==> config.mk <==
export PLATFORM = sky130hd
export DESIGN_NAME = expression_token_scanner
export DESIGN_NICKNAME = d
export VERILOG_FILES = /design/src/rtl/core/ets_pkg.sv /design/src/rtl/core/expression_token_scanner.sv
export SDC_FILE = /design/constraint.sdc
export NUM_CORES = 1
export LEC_CHECK = 0
export BUFFER_PORTS_ARGS = -buffer_cell sky130_fd_sc_hd__buf_2
export CORE_ASPECT_RATIO = 2
export CORE_MARGIN = 2
export CORE_UTILIZATION = 45
export DETAILED_ROUTE_END_ITERATION = 10
export PLACE_DENSITY = 0.73
export REMOVE_ABC_BUFFERS = 1
export SYNTH_ARGS = -nofsm -noshare
export SYNTH_HDL_FRONTEND = slang
export SYNTH_SLANG_ARGS = --single-unit
==> constraint.sdc <==
create_clock -name clk -period 3.5 [get_ports clk]
set_input_delay 0.7 -clock clk [delete_from_list [all_inputs] [get_ports clk]]
set_output_delay 0.7 -clock clk [all_outputs]
set_load 0.005 [all_outputs]
==> src/rtl/core/ets_pkg.sv <==
// ----------------------------------------------------------------------------
// ets_pkg
// Types, token kind codes and character helpers for the expression scanner.
// ----------------------------------------------------------------------------
package ets_pkg;

  typedef struct packed {
    logic [7:0] byte_in;
    logic       end_of_input;
  } in_item_t;

  typedef struct packed {
    logic [3:0] kind;
    logic [7:0] length;
    logic [7:0] other_byte;
    logic       last;
  } out_item_t;

  // scan modes, one-hot
  typedef enum logic [8:0] {
    MODE_IDLE       = 9'b000000001,
    MODE_INT        = 9'b000000010,
    MODE_FRAC_START = 9'b000000100,
    MODE_FRAC       = 9'b000001000,
    MODE_EXP_START  = 9'b000010000,
    MODE_EXP_SIGN   = 9'b000100000,
    MODE_EXP        = 9'b001000000,
    MODE_IDENT      = 9'b010000000,
    MODE_TEXT       = 9'b100000000
  } scan_mode_t;

  localparam logic [3:0] KIND_NUMBER   = 4'd0;
  localparam logic [3:0] KIND_IDENT    = 4'd1;
  localparam logic [3:0] KIND_FUNCTION = 4'd2;
  localparam logic [3:0] KIND_TRUE     = 4'd3;
  localparam logic [3:0] KIND_TEXT     = 4'd8;
  localparam logic [3:0] KIND_ERROR    = 4'd9;
  localparam logic [3:0] KIND_OTHER    = 4'd10;

  localparam int unsigned NUM_KW = 5;

  localparam logic [7:0] CH_LPAREN = 8'h28;  // (
  localparam logic [7:0] CH_DOT    = 8'h2E;  // .
  localparam logic [7:0] CH_QUOTE  = 8'h22;  // "
  localparam logic [7:0] CH_E_LO   = 8'h65;  // e
  localparam logic [7:0] CH_E_UP   = 8'h45;  // E
  localparam logic [7:0] CH_PLUS   = 8'h2B;  // +
  localparam logic [7:0] CH_MINUS  = 8'h2D;  // -

  function automatic logic is_digit(input logic [7:0] b);
    return (b >= 8'h30) && (b <= 8'h39);
  endfunction

  function automatic logic is_letter(input logic [7:0] b);
    return ((b >= 8'h61) && (b <= 8'h7A)) || ((b >= 8'h41) && (b <= 8'h5A));
  endfunction

  // keyword lengths: true, false, and, not, or
  function automatic logic [2:0] kw_len(input logic [2:0] k);
    logic [2:0] len;
    case (k)
      3'd0:    len = 3'd4;
      3'd1:    len = 3'd5;
      3'd2:    len = 3'd3;
      3'd3:    len = 3'd3;
      3'd4:    len = 3'd2;
      default: len = 3'd0;
    endcase
    return len;
  endfunction

  function automatic logic [7:0] kw_char(input logic [2:0] k, input logic [2:0] pos);
    logic [7:0] c;
    c = 8'h00;
    case (k)
      3'd0: case (pos)
              3'd0: c = "t"; 3'd1: c = "r"; 3'd2: c = "u"; 3'd3: c = "e";
              default: c = 8'h00;
            endcase
      3'd1: case (pos)
              3'd0: c = "f"; 3'd1: c = "a"; 3'd2: c = "l"; 3'd3: c = "s";
              3'd4: c = "e";
              default: c = 8'h00;
            endcase
      3'd2: case (pos)
              3'd0: c = "a"; 3'd1: c = "n"; 3'd2: c = "d";
              default: c = 8'h00;
            endcase
      3'd3: case (pos)
              3'd0: c = "n"; 3'd1: c = "o"; 3'd2: c = "t";
              default: c = 8'h00;
            endcase
      3'd4: case (pos)
              3'd0: c = "o"; 3'd1: c = "r";
              default: c = 8'h00;
            endcase
      default: c = 8'h00;
    endcase
    return c;
  endfunction

endpackage

==> src/rtl/core/expression_token_scanner.sv <==
// ----------------------------------------------------------------------------
// expression_token_scanner
// Byte-at-a-time lexer for numbers, identifiers, keywords, functions and text.
// ----------------------------------------------------------------------------
// One source byte is accepted per cycle. The scan state is updated in the same
// cycle the byte is taken, and the zero, one or two tokens it completes are
// written into a four-entry result queue, which gives the first result in the
// cycle after the byte. in_ready drops only when the queue holds three or more
// results, so with a result taken every cycle the scanner runs at one byte per
// clock; bytes that close a token and also produce an 'other' token emit two
// results and can slow the stream only if the output side cannot drain them.
module expression_token_scanner
  import ets_pkg::*;
#(
  parameter int unsigned LENGTH_BITS = 8
) (
  input  logic      clk,
  input  logic      rst,
  input  logic      in_valid,
  output logic      in_ready,
  input  in_item_t  in_data,
  output logic      out_valid,
  input  logic      out_ready,
  output out_item_t out_data
);

  localparam logic [LENGTH_BITS-1:0] LEN_MAX = {LENGTH_BITS{1'b1}};

  // scan state
  scan_mode_t             scan_mode, scan_mode_next;
  logic [LENGTH_BITS-1:0] token_length, token_length_next;
  logic [NUM_KW-1:0]      keyword_alive, keyword_alive_next;
  logic                   length_overflow, length_overflow_next;

  // result queue
  out_item_t  fifo [4];
  logic [1:0] wr_ptr, rd_ptr;
  logic [2:0] count;

  logic       in_fire, out_fire;
  logic [1:0] nres;
  out_item_t  res0, res1;

  function automatic logic [7:0] shown_of(input logic [LENGTH_BITS-1:0] len,
                                          input logic ovf);
    if (ovf || (32'(len) > 32'd255))
      return 8'hFF;
    return 8'(len);
  endfunction

  // per-byte precomputed terms
  logic [7:0]             b;
  logic                   dig, let_b, is_e;
  logic [LENGTH_BITS-1:0] grow_len;
  logic                   grow_ovf;
  logic [NUM_KW-1:0]      kw_upd, kw_first;
  logic [3:0]             id_kind;
  logic [7:0]             shown, shown_grown;
  scan_mode_t             idle_mode;
  logic                   idle_other;
  logic [NUM_KW-1:0]      idle_alive;

  always_comb begin
    b     = in_data.byte_in;
    dig   = is_digit(b);
    let_b = is_letter(b);
    is_e  = (b == CH_E_LO) || (b == CH_E_UP);

    if (token_length == LEN_MAX) begin
      grow_len = token_length;
      grow_ovf = 1'b1;
    end else begin
      grow_len = token_length + LENGTH_BITS'(1);
      grow_ovf = length_overflow;
    end

    shown       = shown_of(token_length, length_overflow);
    shown_grown = shown_of(grow_len, grow_ovf);

    for (int k = 0; k < NUM_KW; k++) begin
      kw_upd[k] = keyword_alive[k];
      if ((token_length >= LENGTH_BITS'(kw_len(3'(k)))) ||
          (kw_char(3'(k), token_length[2:0]) != b))
        kw_upd[k] = 1'b0;
      kw_first[k] = (kw_char(3'(k), 3'd0) == b);
    end

    // first live keyword whose length matches wins
    id_kind = KIND_IDENT;
    if (!length_overflow) begin
      for (int k = NUM_KW - 1; k >= 0; k--) begin
        if (keyword_alive[k] && (token_length == LENGTH_BITS'(kw_len(3'(k)))))
          id_kind = KIND_TRUE + 4'(k);
      end
    end

    // byte handled from idle
    idle_other = 1'b0;
    idle_alive = '1;
    if (dig) begin
      idle_mode = MODE_INT;
    end else if (let_b) begin
      idle_mode  = MODE_IDENT;
      idle_alive = kw_first;
    end else if (b == CH_QUOTE) begin
      idle_mode = MODE_TEXT;
    end else begin
      idle_mode  = MODE_IDLE;
      idle_other = 1'b1;
    end
  end

  always_comb begin
    logic end_tok;
    logic [3:0] end_kind;

    scan_mode_next       = scan_mode;
    token_length_next    = token_length;
    keyword_alive_next   = keyword_alive;
    length_overflow_next = length_overflow;
    nres     = 2'd0;
    res0     = '0;
    res1     = '0;
    end_tok  = 1'b0;
    end_kind = KIND_NUMBER;

    if (in_data.end_of_input) begin
      scan_mode_next       = MODE_IDLE;
      token_length_next    = '0;
      keyword_alive_next   = '1;
      length_overflow_next = 1'b0;
      res0.length = shown;
      unique case (scan_mode)
        MODE_INT, MODE_FRAC, MODE_EXP: begin
          res0.kind = KIND_NUMBER;
          nres      = 2'd1;
        end
        MODE_FRAC_START, MODE_EXP_START, MODE_EXP_SIGN, MODE_TEXT: begin
          res0.kind = KIND_ERROR;
          nres      = 2'd1;
        end
        MODE_IDENT: begin
          res0.kind = id_kind;
          nres      = 2'd1;
        end
        default: nres = 2'd0;
      endcase
    end else begin
      unique case (scan_mode)
        MODE_INT, MODE_FRAC: begin
          if (dig || (b == CH_DOT && scan_mode == MODE_INT) || is_e) begin
            token_length_next    = grow_len;
            length_overflow_next = grow_ovf;
            if (is_e)
              scan_mode_next = MODE_EXP_START;
            else if (!dig)
              scan_mode_next = MODE_FRAC_START;
          end else begin
            end_tok  = 1'b1;
            end_kind = KIND_NUMBER;
          end
        end
        MODE_FRAC_START, MODE_EXP_SIGN: begin
          if (dig) begin
            token_length_next    = grow_len;
            length_overflow_next = grow_ovf;
            scan_mode_next = (scan_mode == MODE_FRAC_START) ? MODE_FRAC : MODE_EXP;
          end else begin
            end_tok  = 1'b1;
            end_kind = KIND_ERROR;
          end
        end
        MODE_EXP_START: begin
          if (dig || b == CH_PLUS || b == CH_MINUS) begin
            token_length_next    = grow_len;
            length_overflow_next = grow_ovf;
            scan_mode_next = dig ? MODE_EXP : MODE_EXP_SIGN;
          end else begin
            end_tok  = 1'b1;
            end_kind = KIND_ERROR;
          end
        end
        MODE_EXP: begin
          if (dig) begin
            token_length_next    = grow_len;
            length_overflow_next = grow_ovf;
          end else begin
            end_tok  = 1'b1;
            end_kind = KIND_NUMBER;
          end
        end
        MODE_IDENT: begin
          if (dig || let_b) begin
            keyword_alive_next   = kw_upd;
            token_length_next    = grow_len;
            length_overflow_next = grow_ovf;
          end else if (id_kind == KIND_IDENT && b == CH_LPAREN) begin
            // '(' is part of the function token
            res0.kind            = KIND_FUNCTION;
            res0.length          = shown_grown;
            nres                 = 2'd1;
            scan_mode_next       = MODE_IDLE;
            token_length_next    = '0;
            keyword_alive_next   = '1;
            length_overflow_next = 1'b0;
          end else begin
            end_tok  = 1'b1;
            end_kind = id_kind;
          end
        end
        MODE_TEXT: begin
          token_length_next    = grow_len;
          length_overflow_next = grow_ovf;
          if (b == CH_QUOTE) begin
            res0.kind            = KIND_TEXT;
            res0.length          = shown_grown;
            nres                 = 2'd1;
            scan_mode_next       = MODE_IDLE;
            token_length_next    = '0;
            keyword_alive_next   = '1;
            length_overflow_next = 1'b0;
          end
        end
        default: begin
          // idle: byte starts a token or passes out as other
          scan_mode_next       = idle_mode;
          keyword_alive_next   = idle_alive;
          length_overflow_next = 1'b0;
          token_length_next    = idle_other ? '0 : LENGTH_BITS'(1);
          if (idle_other) begin
            res0.kind       = KIND_OTHER;
            res0.length     = 8'd1;
            res0.other_byte = b;
            nres            = 2'd1;
          end
        end
      endcase

      if (end_tok) begin
        res0.kind            = end_kind;
        res0.length          = shown;
        scan_mode_next       = idle_mode;
        keyword_alive_next   = idle_alive;
        length_overflow_next = 1'b0;
        token_length_next    = idle_other ? '0 : LENGTH_BITS'(1);
        if (idle_other) begin
          res1.kind       = KIND_OTHER;
          res1.length     = 8'd1;
          res1.other_byte = b;
          nres            = 2'd2;
        end else begin
          nres = 2'd1;
        end
      end
    end

    res0.last = (nres == 2'd1);
    res1.last = 1'b1;
  end

  assign in_ready  = (count <= 3'd2);
  assign in_fire   = in_valid && in_ready;
  assign out_valid = (count != 3'd0);
  assign out_fire  = out_valid && out_ready;
  assign out_data  = fifo[rd_ptr];

  always_ff @(posedge clk) begin
    if (rst) begin
      scan_mode       <= MODE_IDLE;
      token_length    <= '0;
      keyword_alive   <= '1;
      length_overflow <= 1'b0;
      wr_ptr          <= '0;
      rd_ptr          <= '0;
      count           <= '0;
    end else begin
      if (in_fire) begin
        scan_mode       <= scan_mode_next;
        token_length    <= token_length_next;
        keyword_alive   <= keyword_alive_next;
        length_overflow <= length_overflow_next;
        wr_ptr          <= wr_ptr + 2'(in_fire ? nres : 2'd0);
      end
      if (out_fire)
        rd_ptr <= rd_ptr + 2'd1;
      count <= count + 3'(in_fire ? nres : 2'd0) - 3'(out_fire);
    end
  end

  // queue payload, no reset
  always_ff @(posedge clk) begin
    if (in_fire && nres != 2'd0)
      fifo[wr_ptr] <= res0;
    if (in_fire && nres == 2'd2)
      fifo[wr_ptr + 2'd1] <= res1;
  end

endmodule

==> results by group <==
Clocking
  • Clock Path Buffers: 2
  • Clk sink count: 116
  • CTS buffer count: 17
  • Root Driver: clkbuf_16
  • Clk_lat worst skew: 0.41 ns
  • Post-CTS Setup Bufs: 0
  • H-Tree Level Count: 4
  • Clock transition at path regs: 0.05 ns
  • CTS tree: built

Setup path
  • Critical Path Sink Type: register
  • Worst-path fanout max: 8
  • FF-to-FF setup slack: 0.27 ns
  • Worst reg2reg path depth: 14
  • Critical Path Source Type: primary input
  • Critical Path Start: in_data[8]
  • Req. time, crit path: 3.79 ns
  • RR Startpoint: token_length[1]$_SDFFE_PP0P_
  • Worst r2r dst: count[2]$_SDFF_PP0_
  • Crit path arrival time: 3.60 ns
  • Crit Path Class: primary input to register

STA
  • Final setup vio count: 0
  • RSZ-0062 raised after global routing: false
  • Pin slew with the least headroom to its limit: 0.894 ns
  • Final Skew: 0.00997 ns
  • Setup TNS Final: 0 ns
  • Slew Limit Headroom: 39.9%
  • Maximum clock rate: 0.302 GHz
  • Max-slew violations: 0
  • Tmin final: 3.31 ns
  • Period utilization: 94.5%
  • Final hold viol count: 0

Drt
  • DR pass1 iterations: 5
  • Via density: 6.22
  • DR vias: 6375
  • Final wirelength: 21000 µm
  • DRC Markers: 0
  • DR iter-0 viols: 569
  • Routed Antenna Nets: 0
  • DR WL/cell: 20.5 µm

Power
  • Power share of the clock group: 42.2%
  • Power Density: 507 nW/µm²
  • Sw Share: 27.0%
  • Internal Power: 3.12 mW
  • Combinational share of power: 20.9%
  • Peak VDD IR: 319 µV
  • Tot Pwr: 4.28 mW
  • Flop pwr share: 36.9%
  • Switching power: 1.16 mW
  • Leakage power: 3.33 nW

Placement
  • Placed Cells: 993
  • HPWL after detailed placement: 15800 µm
  • Port bufs: 35
  • DP Area: 7810 µm²
  • GPL Wtd Cong: 1.00

Job
  • Max-cap violation count: 0

Floorplan
  • IO Count: 36
  • DIE WIDTH: 91.0 µm
  • Initial core utilization: 46.0%
  • Rows: 63
  • DIE AREA: 16200 µm²
  • Core Area: 14800 µm²
  • Die height: 178 µm

Cells and area
  • Synth-to-Final Area Change: 23.9%
  • Diode count: 0
  • NumNets Final: 838
  • Post-layout util: 57.0%
  • Post-Layout Inst Area: 8440 µm²
  • Fraction of layout cells with a size suffix above 1: 24.8%
  • Post-Layout Cell Count: 1025

Yosys
  • Post-synth EDFFs: 44
  • Most used flip-flop cell after synthesis: dfxtp_1
  • Area of the mapped netlist: 6820 µm²
  • Mapped Cells: 715
  • Netlist cell types: 84
  • Sequential area share after synthesis: 40.5%
  • Post-synth ARST share: 0%
  • Avg Cell Area, Syn: 9.53 µm²
  • YS warnings: 0
  • Synthesized flop and latch total: 116

Global route
  • Initial antenna violation count: 0
  • Largest net degree at the start of global routing: 31
  • Met3 Use GR: 5.28%
  • Grt met1 use: 23.8%
  • Routing usage on met2: 50.3%
  • GRT overflow: 0
  • First-pass GRT wire length: 33100 µm
  • Vias in the first global route: 6522
  • GRT Total Usage: 26.6%
  • Most Crowded Layer GR: met2

Run status
  • Status: finished, final reports clean

Hold path
  • WHS Path Cells: 1
  • Hold worst-path end: fifo[1][15]$_SDFFE_PP0N_
  • Worst hold path type: register to register
  • Hold path startpoint: fifo[1][15]$_SDFFE_PP0N_
==> logic make-up (layout without fill, tap and decap cells) <==
group	Yosys count	after routing	share of synthesized area, %
AO/OA/AOI/OAI	180	180	19.7
flip-flops	116	116	40.5
AND/OR/NAND/NOR	291	291	22.9
XOR/XNOR	16	16	2.06
buffers and inverters	70	185	4.39
multiplexers	34	34	8.85
adder cells (fa/ha/maj)	8	8	1.58
==> Yosys cell counts, types with 8 or more instances <==
| master | n | share of area [%] |
|---|---|---|
| clkbuf_1 | 33 | 1.8 |
| nor3_1 | 31 | 2.3 |
| mux4_2 | 21 | 6.9 |
| nor2_1 | 74 | 4.1 |
| o2bb2ai_1 | 12 | 1.5 |
| dfxtp_1 | 72 | 21 |
| nand2_1 | 47 | 2.6 |
| and3_1 | 18 | 1.7 |
| nand4_1 | 10 | 0.92 |
| inv_1 | 16 | 0.88 |
| a22o_1 | 17 | 2.2 |
| and2_1 | 9 | 0.83 |
| xnor2_1 | 10 | 1.3 |
| nor2b_1 | 12 | 1.1 |
| nand2b_1 | 11 | 1.0 |
| o21ai_0 | 20 | 1.5 |
| mux2i_1 | 13 | 1.9 |
| a21o_1 | 14 | 1.5 |
| a21oi_1 | 36 | 2.6 |
| nand3_1 | 22 | 1.6 |
| nor4_1 | 8 | 0.73 |
| a31oi_1 | 11 | 1.0 |
| edfxtp_1 | 44 | 19 |
==> routing by layer <==
metal  vias to the layer above  share of wire, %
li1                       2925                 -
met1                      3062                33
met2                       280                55
met3                       108               4.3
met4                         0               8.0
met5                         -                 0
==> flip-flops by register name (all words and copies together) (netlist names), named ones only <==
signal           count
count                3
fifo                84
keyword_alive        5
length_overflow      1
rd_ptr               2
scan_mode            9
token_length         8
wr_ptr               2
==> cells in the final DEF, fill, tap and decap left out, types with 7 or more instances in the layout <==
cell type	count
clkbuf_16	17
nand2_1	47
a21oi_1	36
edfxtp_1	44
and3_1	18
and2_1	9
o2bb2ai_1	12
nor3_1	31
nand4_1	10
nor2b_1	12
nor2_1	74
a21o_1	14
buf_4	94
nand3_1	22
clkinv_1	7
o21ai_0	20
nor4_1	8
inv_1	16
o21a_1	7
a22o_1	17
buf_2	35
ha_1	7
mux4_2	21
dfxtp_1	72
xnor2_1	10
nand2b_1	11
or3_1	7
mux2i_1	13
a31oi_1	11
==> layout make-up <==
cell class | count | area (µm²)
repair buffers | 134 | 981
multi-input cells | 529 | 3770
flip-flops and latches | 116 | 2760
fillers | 1315 | 6380
clock buffers | 21 | 450
inverters | 19 | 71.3
clock inverters | 11 | 158
well taps | 195 | 244
==> power by group through the flow <==
stage	Clock, mW	Combinational [mW]	Sequential [mW]
floorplan	0	0.487	1.62
global placement	0	0.865	1.59
detailed placement	0	0.884	1.60
CTS	1.81	0.890	1.58
global route	1.88	0.964	1.59
finish	1.81	0.893	1.58
==> worst max-delay path by stage <==
stage          slack, ns  cells past startpoint             endpoint
2_1_floorplan      -0.12                     12  count[2]$_SDFF_PP0_
3_3_place_gp       -0.27                     14  count[2]$_SDFF_PP0_
3_5_place_dp       -0.53                     14  count[2]$_SDFF_PP0_
4_1_cts              0.1                     14  count[2]$_SDFF_PP0_
5_1_grt             0.04                     11  count[2]$_SDFF_PP0_
6_report            0.19                     14  count[2]$_SDFF_PP0_
==> repair_timing <==
action | in CTS | in global routing
endpoints found under the setup margin | 1 | 1
resized for setup | 1 | 2
hold buffers | 0 | 0
==> per-stage QoR <==
step / setup WS [ns] / hold slack (ns)
after floorplan: -0.124 / 0.427
after global placement: -0.267 / 0.439
after detailed placement: -0.529 / 0.446
after CTS: 0.0978 / 0.463
after global routing: 0.0419 / 0.484
final: 0.192 / 0.462
==> worst max-delay path: stages <==
cell and delay (ns):
buf_2 0.11, buf_4 0.16, nor4bb_2 0.38, nor4b_4 0.36
or4_4 0.21, a31oi_2 0.09, o211ai_1 0.28, o211ai_1 0.19
xnor2_1 0.17, ha_1 0.20, fa_1 0.37, xor2_1 0.19
xnor2_1 0.14, nor2_1 0.05
No activity file was read; power rests on OpenSTA's default activity.
